--- src/afar_pkg.sv ---
// Package for the aspect fit and align block: coordinate width default,
// alignment codes and the code that marks which size the divider fills in.
// No dependencies.
package afar_pkg;

    localparam int COORD_BITS_DEF = 16;

    // Alignment codes, shared by both axes
    localparam logic [1:0] ALIGN_CENTER = 2'd0;
    localparam logic [1:0] ALIGN_NEAR   = 2'd1;
    localparam logic [1:0] ALIGN_FAR    = 2'd2;
    localparam logic [1:0] ALIGN_KEEP   = 2'd3;

    // Which placed size takes the divider quotient
    typedef enum logic [1:0] {
        DST_NONE = 2'd0,
        DST_W    = 2'd1,
        DST_H    = 2'd2
    } t_dst;

endpackage

--- src/afar_in_if.sv ---
// Input channel of the aspect fit block: valid/ready plus one source and
// container rectangle with alignment codes. Depends on afar_pkg.
interface afar_in_if import afar_pkg::*; #(
    parameter int COORD_BITS = COORD_BITS_DEF
);
    logic                  valid;
    logic                  ready;
    logic [COORD_BITS-1:0] src_x;
    logic [COORD_BITS-1:0] src_y;
    logic [COORD_BITS-1:0] src_w;
    logic [COORD_BITS-1:0] src_h;
    logic [COORD_BITS-1:0] cont_x;
    logic [COORD_BITS-1:0] cont_y;
    logic [COORD_BITS-1:0] cont_w;
    logic [COORD_BITS-1:0] cont_h;
    logic [1:0]            horz_align;
    logic [1:0]            vert_align;
    logic                  keep_size;

    modport source (
        output valid, src_x, src_y, src_w, src_h, cont_x, cont_y, cont_w, cont_h,
               horz_align, vert_align, keep_size,
        input  ready
    );

    modport sink (
        input  valid, src_x, src_y, src_w, src_h, cont_x, cont_y, cont_w, cont_h,
               horz_align, vert_align, keep_size,
        output ready
    );
endinterface

--- src/afar_out_if.sv ---
// Output channel of the aspect fit block: valid/ready plus the placed
// rectangle and its status flags. Depends on afar_pkg.
interface afar_out_if import afar_pkg::*; #(
    parameter int COORD_BITS = COORD_BITS_DEF
);
    logic                  valid;
    logic                  ready;
    logic [COORD_BITS-1:0] fit_x;
    logic [COORD_BITS-1:0] fit_y;
    logic [COORD_BITS-1:0] fit_w;
    logic [COORD_BITS-1:0] fit_h;
    logic                  overhang;
    logic                  bad_size;

    modport source (
        output valid, fit_x, fit_y, fit_w, fit_h, overhang, bad_size,
        input  ready
    );

    modport sink (
        input  valid, fit_x, fit_y, fit_w, fit_h, overhang, bad_size,
        output ready
    );
endinterface

--- src/afar_prep.sv ---
// Front end of the aspect fit block: cross products, ratio compare and
// divider setup over two register stages. Depends on afar_pkg, afar_in_if.
module afar_prep import afar_pkg::*; #(
    parameter int COORD_BITS = COORD_BITS_DEF
) (
    input  logic                      i_clk,
    input  logic                      i_rst_n,
    afar_in_if.sink                   i_rect,
    output logic                      o_valid,
    input  logic                      i_ready,
    output logic [2*COORD_BITS-1:0]   o_acc,
    output logic [COORD_BITS-1:0]     o_dvsr,
    output logic [8*COORD_BITS+6:0]   o_side
);
    localparam int N = COORD_BITS;

    typedef struct packed {
        logic [N-1:0] fx;
        logic [N-1:0] fy;
        logic [N-1:0] fw;
        logic [N-1:0] fh;
        logic [N-1:0] cx;
        logic [N-1:0] cy;
        logic [N-1:0] cw;
        logic [N-1:0] ch;
        logic [1:0]   ha;
        logic [1:0]   va;
        logic         bad;
        t_dst         dst;
    } t_side;

    // Stage A: registered inputs and the two cross products
    logic           r_a_valid;
    logic [N-1:0]   r_sx, r_sy, r_sw, r_sh, r_cx, r_cy, r_cw, r_ch;
    logic [1:0]     r_ha, r_va;
    logic           r_keep;
    logic [2*N-1:0] r_p_sc;   // src_w * cont_h
    logic [2*N-1:0] r_p_cs;   // cont_w * src_h

    // Stage B: divider operands and carried fields
    logic           r_b_valid;
    logic [2*N-1:0] r_acc;
    logic [N-1:0]   r_dvsr;
    t_side          r_side;

    logic           w_ready_a;
    logic           w_ready_b;
    logic           w_take_a;
    logic           w_take_b;
    logic [2*N-1:0] n_acc;
    logic [N-1:0]   n_dvsr;
    t_side          n_side;

    assign w_ready_b    = !r_b_valid || i_ready;
    assign w_ready_a    = !r_a_valid || w_ready_b;
    assign i_rect.ready = w_ready_a;
    assign w_take_a     = i_rect.valid && w_ready_a;
    assign w_take_b     = r_a_valid && w_ready_b;

    always_ff @(posedge i_clk) begin
        if (!i_rst_n) begin
            r_a_valid <= 1'b0;
            r_b_valid <= 1'b0;
        end else begin
            if (w_ready_a) begin
                r_a_valid <= i_rect.valid;
            end
            if (w_ready_b) begin
                r_b_valid <= r_a_valid;
            end
        end
    end

    always_ff @(posedge i_clk) begin
        if (w_take_a) begin
            r_sx   <= i_rect.src_x;
            r_sy   <= i_rect.src_y;
            r_sw   <= i_rect.src_w;
            r_sh   <= i_rect.src_h;
            r_cx   <= i_rect.cont_x;
            r_cy   <= i_rect.cont_y;
            r_cw   <= i_rect.cont_w;
            r_ch   <= i_rect.cont_h;
            r_ha   <= i_rect.horz_align;
            r_va   <= i_rect.vert_align;
            r_keep <= i_rect.keep_size;
            r_p_sc <= {{N{1'b0}}, i_rect.src_w} * {{N{1'b0}}, i_rect.cont_h};
            r_p_cs <= {{N{1'b0}}, i_rect.cont_w} * {{N{1'b0}}, i_rect.src_h};
        end
        if (w_take_b) begin
            r_acc  <= n_acc;
            r_dvsr <= n_dvsr;
            r_side <= n_side;
        end
    end

    // Pick fit to width or height; a used quotient always fits the coordinate width
    always_comb begin
        n_side.fx  = r_sx;
        n_side.fy  = r_sy;
        n_side.fw  = r_sw;
        n_side.fh  = r_sh;
        n_side.cx  = r_cx;
        n_side.cy  = r_cy;
        n_side.cw  = r_cw;
        n_side.ch  = r_ch;
        n_side.ha  = r_ha;
        n_side.va  = r_va;
        n_side.bad = !r_keep && ((r_sw == '0) || (r_sh == '0));
        n_side.dst = DST_NONE;
        n_acc      = r_p_sc;
        n_dvsr     = r_sh;
        if (!r_keep && !n_side.bad) begin
            if (r_p_sc > r_p_cs) begin
                n_side.fx  = r_cx;
                n_side.fw  = r_cw;
                n_side.dst = DST_H;
                n_acc      = r_p_cs;
                n_dvsr     = r_sw;
            end else begin
                n_side.fy  = r_cy;
                n_side.fh  = r_ch;
                n_side.dst = DST_W;
            end
        end
    end

    assign o_valid = r_b_valid;
    assign o_acc   = r_acc;
    assign o_dvsr  = r_dvsr;
    assign o_side  = r_side;

endmodule

--- src/afar_div_cell.sv ---
// One cell of the divider chain: a restoring divide step that yields one
// quotient bit and hands the item to the next cell. Depends on afar_pkg.
module afar_div_cell import afar_pkg::*; #(
    parameter int COORD_BITS = COORD_BITS_DEF,
    parameter int SIDE_W     = 8 * COORD_BITS + 7
) (
    input  logic                    i_clk,
    input  logic                    i_rst_n,
    input  logic                    i_valid,
    output logic                    o_ready,
    input  logic [2*COORD_BITS-1:0] i_acc,
    input  logic [COORD_BITS-1:0]   i_dvsr,
    input  logic [SIDE_W-1:0]       i_side,
    output logic                    o_valid,
    input  logic                    i_ready,
    output logic [2*COORD_BITS-1:0] o_acc,
    output logic [COORD_BITS-1:0]   o_dvsr,
    output logic [SIDE_W-1:0]       o_side
);
    localparam int N = COORD_BITS;

    logic           r_valid;
    logic [2*N-1:0] r_acc;
    logic [N-1:0]   r_dvsr;
    logic [SIDE_W-1:0] r_side;

    logic [N:0]     w_top;
    logic [N:0]     w_diff;
    logic           w_ge;
    logic [2*N-1:0] n_acc;

    // Remainder sits in the upper half, quotient bits shift in at the bottom
    assign w_top  = i_acc[2*N-1:N-1];
    assign w_diff = w_top - {1'b0, i_dvsr};
    assign w_ge   = !w_diff[N];
    assign n_acc  = {(w_ge ? w_diff[N-1:0] : w_top[N-1:0]), i_acc[N-2:0], w_ge};

    assign o_ready = !r_valid || i_ready;

    always_ff @(posedge i_clk) begin
        if (!i_rst_n) begin
            r_valid <= 1'b0;
        end else if (o_ready) begin
            r_valid <= i_valid;
        end
    end

    always_ff @(posedge i_clk) begin
        if (i_valid && o_ready) begin
            r_acc  <= n_acc;
            r_dvsr <= i_dvsr;
            r_side <= i_side;
        end
    end

    assign o_valid = r_valid;
    assign o_acc   = r_acc;
    assign o_dvsr  = r_dvsr;
    assign o_side  = r_side;

endmodule

--- src/afar_place.sv ---
// Back end of the aspect fit block: merge the quotient, clamp spare space,
// align both edges and hold the result item. Depends on afar_pkg, afar_out_if.
module afar_place import afar_pkg::*; #(
    parameter int COORD_BITS = COORD_BITS_DEF
) (
    input  logic                    i_clk,
    input  logic                    i_rst_n,
    input  logic                    i_valid,
    output logic                    o_ready,
    input  logic [2*COORD_BITS-1:0] i_acc,
    input  logic [8*COORD_BITS+6:0] i_side,
    afar_out_if.source              o_fit
);
    localparam int N = COORD_BITS;

    typedef struct packed {
        logic [N-1:0] fx;
        logic [N-1:0] fy;
        logic [N-1:0] fw;
        logic [N-1:0] fh;
        logic [N-1:0] cx;
        logic [N-1:0] cy;
        logic [N-1:0] cw;
        logic [N-1:0] ch;
        logic [1:0]   ha;
        logic [1:0]   va;
        logic         bad;
        t_dst         dst;
    } t_side;

    t_side        w_side;
    logic [N-1:0] w_quo;
    logic [N-1:0] w_fw, w_fh;
    logic [N:0]   w_dh, w_dv;
    logic [N-1:0] w_hs, w_vs;
    logic [N-1:0] n_x, n_y;

    logic         r_valid;
    logic [N-1:0] r_x, r_y, r_w, r_h;
    logic         r_over, r_bad;

    assign w_side = i_side;
    assign w_quo  = i_acc[N-1:0];

    always_comb begin
        w_fw = w_side.fw;
        w_fh = w_side.fh;
        case (w_side.dst)
            DST_W:   w_fw = w_quo;
            DST_H:   w_fh = w_quo;
            default: ;
        endcase
    end

    // Spare space, clamped to zero when the placed size overhangs
    assign w_dh = {1'b0, w_side.cw} - {1'b0, w_fw};
    assign w_dv = {1'b0, w_side.ch} - {1'b0, w_fh};
    assign w_hs = w_dh[N] ? '0 : w_dh[N-1:0];
    assign w_vs = w_dv[N] ? '0 : w_dv[N-1:0];

    always_comb begin
        unique case (w_side.ha)
            ALIGN_CENTER: n_x = w_side.cx + (w_hs >> 1);
            ALIGN_NEAR:   n_x = w_side.cx;
            ALIGN_FAR:    n_x = w_side.cx + w_hs;
            default:      n_x = w_side.fx;
        endcase
        unique case (w_side.va)
            ALIGN_CENTER: n_y = w_side.cy + (w_vs >> 1);
            ALIGN_NEAR:   n_y = w_side.cy;
            ALIGN_FAR:    n_y = w_side.cy + w_vs;
            default:      n_y = w_side.fy;
        endcase
    end

    assign o_ready = !r_valid || o_fit.ready;

    always_ff @(posedge i_clk) begin
        if (!i_rst_n) begin
            r_valid <= 1'b0;
        end else if (o_ready) begin
            r_valid <= i_valid;
        end
    end

    always_ff @(posedge i_clk) begin
        if (i_valid && o_ready) begin
            r_x    <= n_x;
            r_y    <= n_y;
            r_w    <= w_fw;
            r_h    <= w_fh;
            r_over <= w_dh[N] || w_dv[N];
            r_bad  <= w_side.bad;
        end
    end

    assign o_fit.valid    = r_valid;
    assign o_fit.fit_x    = r_x;
    assign o_fit.fit_y    = r_y;
    assign o_fit.fit_w    = r_w;
    assign o_fit.fit_h    = r_h;
    assign o_fit.overhang = r_over;
    assign o_fit.bad_size = r_bad;

endmodule

--- src/aspect_fit_align_rect.sv ---
// Aspect fit and align: places a source rectangle inside a container.
// Top level; depends on afar_pkg, afar_in_if, afar_out_if, afar_prep,
// afar_div_cell and afar_place.
//
// Usage:
//   i_rect carries one item per handshake (valid && ready): source and
//   container rectangles, horizontal and vertical alignment codes and the
//   keep-size flag. o_fit returns exactly one item per input item, in order:
//   the placed rectangle plus overhang and bad_size flags.
//   An item passes through COORD_BITS + 3 register stages (19 at the default
//   width) before it can be taken from o_fit: two front-end stages for the
//   cross products and ratio compare, one divider cell per quotient bit,
//   and the output register.
//   Throughput is one item per cycle while o_fit is not stalled; the divider chain
//   produces one quotient bit per cell, so every cell holds a different item.
//   Every stage has its own valid bit and takes a new item when it is empty
//   or its neighbor is taking its current one, so bubbles squeeze out and a
//   stalled receiver only stops the chain once every stage is full;
//   i_rect.ready then drops in the same cycle.
//   A synchronous reset (i_rst_n low) empties all stages; results of items
//   in flight are dropped. There are no configuration registers.
module aspect_fit_align_rect import afar_pkg::*; #(
    parameter int COORD_BITS = COORD_BITS_DEF
) (
    input  logic        i_clk,
    input  logic        i_rst_n,
    afar_in_if.sink     i_rect,
    afar_out_if.source  o_fit
);
    localparam int N      = COORD_BITS;
    localparam int SIDE_W = 8 * COORD_BITS + 7;

    // Chain index k is the link into divider cell k; index N feeds placement
    logic [N:0]        w_valid;
    logic [N:0]        w_ready;
    logic [2*N-1:0]    w_acc  [N+1];
    logic [N-1:0]      w_dvsr [N+1];
    logic [SIDE_W-1:0] w_side [N+1];

    afar_prep #(
        .COORD_BITS (COORD_BITS)
    ) u_prep (
        .i_clk   (i_clk),
        .i_rst_n (i_rst_n),
        .i_rect  (i_rect),
        .o_valid (w_valid[0]),
        .i_ready (w_ready[0]),
        .o_acc   (w_acc[0]),
        .o_dvsr  (w_dvsr[0]),
        .o_side  (w_side[0])
    );

    // Divider chain: one cell per quotient bit, most significant first
    for (genvar k = 0; k < N; k++) begin : g_cell
        afar_div_cell #(
            .COORD_BITS (COORD_BITS),
            .SIDE_W     (SIDE_W)
        ) u_cell (
            .i_clk   (i_clk),
            .i_rst_n (i_rst_n),
            .i_valid (w_valid[k]),
            .o_ready (w_ready[k]),
            .i_acc   (w_acc[k]),
            .i_dvsr  (w_dvsr[k]),
            .i_side  (w_side[k]),
            .o_valid (w_valid[k+1]),
            .i_ready (w_ready[k+1]),
            .o_acc   (w_acc[k+1]),
            .o_dvsr  (w_dvsr[k+1]),
            .o_side  (w_side[k+1])
        );
    end

    // Merge quotient, clamp, align, and hold the result item for o_fit
    afar_place #(
        .COORD_BITS (COORD_BITS)
    ) u_place (
        .i_clk   (i_clk),
        .i_rst_n (i_rst_n),
        .i_valid (w_valid[N]),
        .o_ready (w_ready[N]),
        .i_acc   (w_acc[N]),
        .i_side  (w_side[N]),
        .o_fit   (o_fit)
    );

endmodule

--- src/flat_wrapper.sv ---
// flat-port wrapper written by rule: the top's interface ports become plain ports
module aspect_fit_align_rect_flat import afar_pkg::*;
#(
    parameter int COORD_BITS = COORD_BITS_DEF
)
  (i_clk, i_rst_n, i_rect_valid, i_rect_src_x, i_rect_src_y, i_rect_src_w, i_rect_src_h, i_rect_cont_x, i_rect_cont_y, i_rect_cont_w, i_rect_cont_h, i_rect_horz_align, i_rect_vert_align, i_rect_keep_size, i_rect_ready, o_fit_valid, o_fit_fit_x, o_fit_fit_y, o_fit_fit_w, o_fit_fit_h, o_fit_overhang, o_fit_bad_size, o_fit_ready);
  afar_in_if #(.COORD_BITS(COORD_BITS)) i_rect_i ();
  afar_out_if #(.COORD_BITS(COORD_BITS)) o_fit_i ();
  input  logic i_clk;
  input  logic i_rst_n;
  input wire logic [$bits(i_rect_i.valid)-1:0] i_rect_valid;
  input wire logic [$bits(i_rect_i.src_x)-1:0] i_rect_src_x;
  input wire logic [$bits(i_rect_i.src_y)-1:0] i_rect_src_y;
  input wire logic [$bits(i_rect_i.src_w)-1:0] i_rect_src_w;
  input wire logic [$bits(i_rect_i.src_h)-1:0] i_rect_src_h;
  input wire logic [$bits(i_rect_i.cont_x)-1:0] i_rect_cont_x;
  input wire logic [$bits(i_rect_i.cont_y)-1:0] i_rect_cont_y;
  input wire logic [$bits(i_rect_i.cont_w)-1:0] i_rect_cont_w;
  input wire logic [$bits(i_rect_i.cont_h)-1:0] i_rect_cont_h;
  input wire logic [$bits(i_rect_i.horz_align)-1:0] i_rect_horz_align;
  input wire logic [$bits(i_rect_i.vert_align)-1:0] i_rect_vert_align;
  input wire logic [$bits(i_rect_i.keep_size)-1:0] i_rect_keep_size;
  output wire logic [$bits(i_rect_i.ready)-1:0] i_rect_ready;
  output wire logic [$bits(o_fit_i.valid)-1:0] o_fit_valid;
  output wire logic [$bits(o_fit_i.fit_x)-1:0] o_fit_fit_x;
  output wire logic [$bits(o_fit_i.fit_y)-1:0] o_fit_fit_y;
  output wire logic [$bits(o_fit_i.fit_w)-1:0] o_fit_fit_w;
  output wire logic [$bits(o_fit_i.fit_h)-1:0] o_fit_fit_h;
  output wire logic [$bits(o_fit_i.overhang)-1:0] o_fit_overhang;
  output wire logic [$bits(o_fit_i.bad_size)-1:0] o_fit_bad_size;
  input wire logic [$bits(o_fit_i.ready)-1:0] o_fit_ready;
  assign i_rect_i.valid = i_rect_valid;
  assign i_rect_i.src_x = i_rect_src_x;
  assign i_rect_i.src_y = i_rect_src_y;
  assign i_rect_i.src_w = i_rect_src_w;
  assign i_rect_i.src_h = i_rect_src_h;
  assign i_rect_i.cont_x = i_rect_cont_x;
  assign i_rect_i.cont_y = i_rect_cont_y;
  assign i_rect_i.cont_w = i_rect_cont_w;
  assign i_rect_i.cont_h = i_rect_cont_h;
  assign i_rect_i.horz_align = i_rect_horz_align;
  assign i_rect_i.vert_align = i_rect_vert_align;
  assign i_rect_i.keep_size = i_rect_keep_size;
  assign i_rect_ready = i_rect_i.ready;
  assign o_fit_valid = o_fit_i.valid;
  assign o_fit_fit_x = o_fit_i.fit_x;
  assign o_fit_fit_y = o_fit_i.fit_y;
  assign o_fit_fit_w = o_fit_i.fit_w;
  assign o_fit_fit_h = o_fit_i.fit_h;
  assign o_fit_overhang = o_fit_i.overhang;
  assign o_fit_bad_size = o_fit_i.bad_size;
  assign o_fit_i.ready = o_fit_ready;
  aspect_fit_align_rect #(.COORD_BITS(COORD_BITS)) u_core (.i_clk(i_clk), .i_rst_n(i_rst_n), .i_rect(i_rect_i), .o_fit(o_fit_i));
endmodule
--- config.mk ---
export PLATFORM = sky130hd
export DESIGN_NAME = aspect_fit_align_rect_flat
export DESIGN_NICKNAME = d
export VERILOG_FILES = /design/src/afar_pkg.sv /design/src/afar_in_if.sv /design/src/afar_out_if.sv /design/src/afar_prep.sv /design/src/afar_div_cell.sv /design/src/afar_place.sv /design/src/aspect_fit_align_rect.sv /design/src/flat_wrapper.sv
export SDC_FILE = /design/constraint.sdc
export NUM_CORES = 2
export LEC_CHECK = 0
export ABC_AREA = 1
export BUFFER_PORTS_ARGS = -buffer_cell sky130_fd_sc_hd__buf_4
export CORE_MARGIN = 2
export CORE_UTILIZATION = 58
export DETAILED_ROUTE_END_ITERATION = 7
export HOLD_SLACK_MARGIN = 0.03
export PLACE_DENSITY = 0.74
export REMOVE_ABC_BUFFERS = 1
export SLEW_MARGIN = 20
export SYNTH_ARGS = -nofsm -noshare
export SYNTH_HDL_FRONTEND = slang
export SYNTH_SLANG_ARGS = --single-unit
--- constraint.sdc ---
create_clock -name i_clk -period 35.4 [get_ports i_clk]
set_input_delay 7.08 -clock i_clk [delete_from_list [all_inputs] [get_ports i_clk]]
set_output_delay 7.08 -clock i_clk [all_outputs]
set_load 0.05 [all_outputs]
-- After elaboration in Yosys (flattened, before gate mapping)
Cells that the tools add are included.
- reduce and logical (&&, ||, !) cells: 83
- $add $sub $neg: 22
- $lt $le $gt $ge: 1
- equality and inequality tests: 6
- multipliers: 2
- muxes and demuxes: 31
- operators by type and width (operator ; number):
    2-to-1 mux 16 bit ; 25
    subtractor 17 x 16 -> 17 bit ; 16
    one-hot mux 16 bit (3 select lines) ; 2
    multiplier 16 x 16 -> 32 bit ; 2
    2-to-1 mux 32 bit ; 2
    2-to-1 mux 64 bit ; 1
    zero test 1 bit ; 37
    subtractor 16 x 16 -> 17 bit ; 2
    adder 16 x 15 -> 16 bit ; 2
    adder 16 bit ; 2
    > comparator 32 bit ; 1
    zero test 16 bit ; 2
    logical AND 1 bit ; 21
    logical OR 1 bit ; 21
    == test 2 x 1 -> 1 bit (second input constant) ; 3
    == test 2 bit (second input constant) ; 3
    zero test 2 bit ; 2
    2-to-1 mux 2 bit ; 1
- output and inout port bits: 68
- input port bits: 137
- logic and storage cells: 244
- register bits: 3361

-- Depth between registers and ports, before layout
- word-level depth: 21
- depth in mapped cells: 34
- depth with buffers taken out: 33

-- Modules after synthesis
From an unflattened synthesis, not the netlist that was laid out.
- cells, all modules: 11871
- area total of the unflattened synthesis: 150596.9 um2
- modules (own cells, without submodules) (module ; cells each ; times used ; sequential area each (um2) ; area each (um2)):
    afar_div_cell ; 471 ; 16 ; 5515.3 ; 6989.2
    afar_prep ; 3358 ; 1 ; 11451.0 ; 31989.4
    afar_place ; 977 ; 1 ; 2001.9 ; 6780.3

-- Least setup slack after synthesis
Ideal clock, no wire load.
- kind: input to register
- start: input port o_fit_ready
- end: register u_core.g_cell[0].u_cell.r_acc[0], enable pin
- path slack: 18.122 ns
- stages: 10
- setup time: 0.788 ns
- buffers on the path: 0
- required time: 34.612 ns
- data arrival time: 16.490 ns
- cell sequence: inv_1 nand4_2 nor2_4 nand4_4 nor2_4 nand4_4 nor2_4 nand4_4 nor2_8 a21oi_1
- longest elaborated chain between the ends: 18
- RTL lines (element ; line ; text):
    start, declared ; flat_wrapper.sv:31 ; input wire logic [$bits(o_fit_i.ready)-1:0] o_fit_ready;
    logical OR 1 bit ; afar_place.sv:76 ; assign o_ready = !r_valid || o_fit.ready;
    logical OR 1 bit (16 in series) ; afar_div_cell.sv:38 ; assign o_ready = !r_valid || i_ready;
    logical AND 1 bit ; afar_div_cell.sv:49 ; if (i_valid && o_ready) begin
    end signal, assigned ; afar_div_cell.sv:50 ; r_acc <= n_acc;
    end, declared ; afar_div_cell.sv:23 ; logic [2*N-1:0] r_acc;
Every way passes these cells.
A chain may end at the register's enable or synchronous reset.

-- Worst setup path after layout
- start: input port o_fit_ready
- end: output port i_rect_ready
- longest elaborated chain between the ends: 19
- RTL lines (element ; line ; text):
    logical OR 1 bit ; afar_place.sv:76 ;
    logical OR 1 bit (16 in series) ; afar_div_cell.sv:38 ;
    logical OR 1 bit ; afar_prep.sv:54 ; assign w_ready_b = !r_b_valid || i_ready;
    logical OR 1 bit ; afar_prep.sv:55 ; assign w_ready_a = !r_a_valid || w_ready_b;
    end, declared ; flat_wrapper.sv:23 ; output wire logic [$bits(i_rect_i.ready)-1:0] i_rect_ready;
Every way passes these cells.

==> flow_metrics.env <==
export IMPL_r2r_end="u_core.u_place.o_fit.fit_x[10]"
export IMPL_die_area_um2=244000
export IMPL_cp_top_family="simple AND/OR/NAND/NOR gates"
export IMPL_vias=70700
export IMPL_synth_seq_area_share_pct=72.5
export IMPL_cts_root_buf="clkbuf_16"
export IMPL_postRouteAntennaNets=0
export IMPL_rrSetupSlack_ns=28.53
export IMPL_cts_hold_buf=0
export IMPL_swShare_pct=28.9
export IMPL_ys_async_sr_fraction_pct=0
export IMPL_drt_iter0_drc=5433
export IMPL_synthTopCellsByCount="edfxtp_1 (3342), nand2_1 (1646), inv_1 (1361)"
export IMPL_drive_gt1_share_pct=7.96
export IMPL_outcome="finished, violations left"
export IMPL_viasPerCell=5.36
export IMPL_fill_cells=16100
export IMPL_nets=10900
export IMPL_seqPwrFrac_pct=44.3
export IMPL_synth_top_area_share_pct=72.2
export IMPL_io_buffers=204
export IMPL_grt_overflow=0
export IMPL_rr_worst_depth=28
export IMPL_crit_arrival_ns=9.22
export IMPL_clk_pin_slew_worst_paths_ns=0.06
export IMPL_slew_violations=0
export IMPL_synth_avg_cell_area_um2=14.8
export IMPL_insertion_delay_ns=0.95
export IMPL_clockBufferDepth=4
export IMPL_violations="design-rule violations"
export IMPL_r2r_start="u_core.g_cell[15].u_cell.o_side[1]"
export IMPL_powerDensity_nw_per_um2=67.2
export IMPL_intPower_mw=7.39
export IMPL_drc=1
export IMPL_routed_wl_um=274000
export IMPL_cts_buffers=335
export IMPL_max_freq_mhz=61.4
export IMPL_postCtsResizedCells=0
export IMPL_min_period_over_period_pct=46.0
export IMPL_synth_edf_count=3342
export IMPL_synth_area_um2=139000
export IMPL_endpoint="i_rect_ready"
export IMPL_critPathMaxFanout=6
export IMPL_io_pins=205
export IMPL_fin_crit_ns=16.30
export IMPL_p_sw_mw=3.00
export IMPL_grt_pass1_vias=74300
export IMPL_multiInputGateArea_um2=32200
export IMPL_crit_top_cell="nand4_4"
export IMPL_cts_tree="done"
export IMPL_antenna_found_initial=7
export IMPL_die_h_um=493
export IMPL_grt_max_degree=155
export IMPL_setup_viol=0
export IMPL_die_w_um=493
export IMPL_hp_start="u_core.g_cell[7].u_cell.o_side[56]"
export IMPL_clock_skew_ns=0.0595
export IMPL_worstSetupStartpointType="primary input"
export IMPL_whs_ns=0.395
export IMPL_area_growth_pct=11.2
export IMPL_core_um2=238000
export IMPL_synth_area_leaders="edfxtp_1 (72%), fa_1 (5.9%), ha_1 (5.0%)"
export IMPL_grt_pass1_wl_um=429000
export IMPL_worst_path_stages=12
export IMPL_rsz0062_at_grt="false"
export IMPL_synth_distinct_cells=53
export IMPL_num_rows=179
export IMPL_ys_flop_type="edfxtp_1"
export IMPL_start_util_pct=58.4
export IMPL_p_leak_nw=59.9
export IMPL_combPwrFrac_pct=22.8
export IMPL_htreeDepth=5
export IMPL_timing_final_hold_violations=0
export IMPL_cp_slowest_cell="nor2_4"
export IMPL_critical_path_class="in2out"
export IMPL_synth_cells=9403
export IMPL_hpwl_um=179000
export IMPL_drv_cap=0
export IMPL_worst_pin_slew_ns=1.24
export IMPL_hp_class="reg2reg"
export IMPL_irDropWorstVdd_mv=0.0895
export IMPL_power_share_clock_pct=32.9
export IMPL_cts_sinks=3361
export IMPL_yosys_warnings=0
export IMPL_grt_util_all_layers_pct=23.2
export IMPL_fin_setup_tns_ns=0
export IMPL_first_pass_iters=8
export IMPL_critPathMaxStageDelay_ns=0.28
export IMPL_cp_required_ns=28.32
export IMPL_critPathLaunch="o_fit_ready"
export IMPL_path_buf_inv=3
export IMPL_yosysMostFrequentCell="edfxtp_1"
export IMPL_yosysTopAreaCell="edfxtp_1"
export IMPL_postCtsSetupBuffers=0
export IMPL_cp_end_kind="output pin"
export IMPL_place_congestion=0.921
export IMPL_wl_per_cell_um=20.8
export IMPL_relSlewSlack_pct=16.5
export IMPL_seqCellArea_um2=101000
export IMPL_path_cells="buf_4 -> inv_1 -> nand4_2 -> nor2_4 -> nand4_4 -> nor2_4 -> nand4_4 -> nor2_4 -> nand4_4 -> nor2_8 -> nand4_4 -> buf_4"
export IMPL_ys_ff_latch=3361
==> cell families (layout without fill, tap and decap cells) <==
kind of cell             Yosys count  count (layout)  synth area share (%)
multiplexers                       2               2                0.0144
AO/OA/AOI/OAI                   1054            1054                  4.26
flip-flops                      3361            3361                  72.5
XOR/XNOR                         248             248                  1.56
other                              0               2                     0
AND/OR/NAND/NOR                 2193            2193                  6.41
adder cells (fa/ha/maj)          964             964                  10.9
buffers and inverters           1581            2196                  4.38
==> per-layer routing <==
| metal | part of all wire (%) | GRT usage (%) | up-vias |
|---|---|---|---|
| met5 | 0.0062 | 0 | - |
| met4 | 4.0 | 9.33 | 2 |
| met3 | 4.9 | 3.14 | 571 |
| met2 | 52 | 40.8 | 2148 |
| met1 | 39 | 29.1 | 34700 |
| li1 | - | - | 33300 |
==> worst min-delay path by stage <==
stage | to | slack, ns | cells past startpoint
2_1_floorplan | u_core.g_cell[0].u_cell.o_acc[10] | 0.40 | 0
3_3_place_gp | u_core.g_cell[1].u_cell.o_side[48] | 0.40 | 0
3_5_place_dp | u_core.g_cell[0].u_cell.o_side[24] | 0.40 | 0
4_1_cts | u_core.g_cell[8].u_cell.o_side[56] | 0.39 | 0
5_1_grt | u_core.g_cell[9].u_cell.o_acc[3] | 0.40 | 0
6_report | u_core.g_cell[8].u_cell.o_side[56] | 0.40 | 0
==> sequential cells by signal (all words and copies together) (netlist names), 32 cells and up <==
register                     cells
u_core.u_prep.o_acc             32
u_core.u_prep.r_p_sc            32
u_core.u_prep.r_p_cs            32
u_core.g_cell.u_cell.o_side   2160
u_core.g_cell.u_cell.o_dvsr    240
u_core.g_cell.u_cell.o_acc     496
u_core.u_prep.o_side           135
==> cells in the final DEF (no fill, tap or decap), types with 19 or more instances in the layout <==
cell | Yosys | layout
fa_1 | 407 | 407
nand3_1 | 241 | 241
dfxtp_1 | 19 | 19
nand2_1 | 1646 | 1646
nor3_1 | 22 | 22
xor2_1 | 149 | 149
clkinv_2 | 0 | 41
clkinv_1 | 1 | 71
a31oi_1 | 19 | 19
clkbuf_1 | 157 | 69
xnor2_1 | 99 | 99
o21ai_0 | 336 | 333
buf_4 | 6 | 241
a21boi_0 | 30 | 30
o21ai_1 | 49 | 52
a21oi_1 | 440 | 439
nand4_1 | 23 | 23
bufinv_16 | 0 | 31
o21ai_2 | 39 | 39
nor2_1 | 193 | 183
inv_1 | 1361 | 1351
nor4_1 | 28 | 28
edfxtp_1 | 3342 | 3342
clkbuf_16 | 0 | 340
ha_1 | 557 | 557
a21o_1 | 42 | 42
==> power groups by stage <==
stage          registers, mW  clock network, mW  logic (mW)
2_1_floorplan           4.66                  0        1.69
3_3_place_gp            4.69                  0        2.33
3_5_place_dp            4.69                  0        2.36
4_1_cts                 4.60               3.49        2.38
5_1_grt                 4.61               3.62        2.68
6_report                4.60               3.41        2.37
==> worst reg2reg max path: cells and delay by family (launching register included) <==
kind	cells	cell delay [ns]
AOI/OAI and AO/OA	10	3.08
adders and majority gates	2	0.76
buffers and inverters	4	0.65
DFF	1	0.38
and+or+nand+nor	12	1.73
==> metrics by stage <==
step	cells	setup slack (ns)	total power [mW]	cell area, um2	utilization, %
5_1_grt	13200	19.00	10.9	154000	64.9
3_3_place_gp	12600	19.19	7.01	144000	60.5
2_1_floorplan	9188	18.12	6.35	138000	-
6_report	13200	19.10	10.4	154000	64.9
4_1_cts	13200	19.10	10.5	154000	64.9
3_5_place_dp	12600	19.16	7.04	144000	60.5
==> final cells by class <==
cell class              count  area share [%]
diodes                      2         0.00324
multi-input cells        4461            20.9
flip-flops and latches   3361            65.2
clock buffers             409            5.68
repair buffers            247            1.24
clock inverters           174            1.09
well taps                3167            2.57
inverters                1366            3.35
Power figures use the tool's default switching activity.
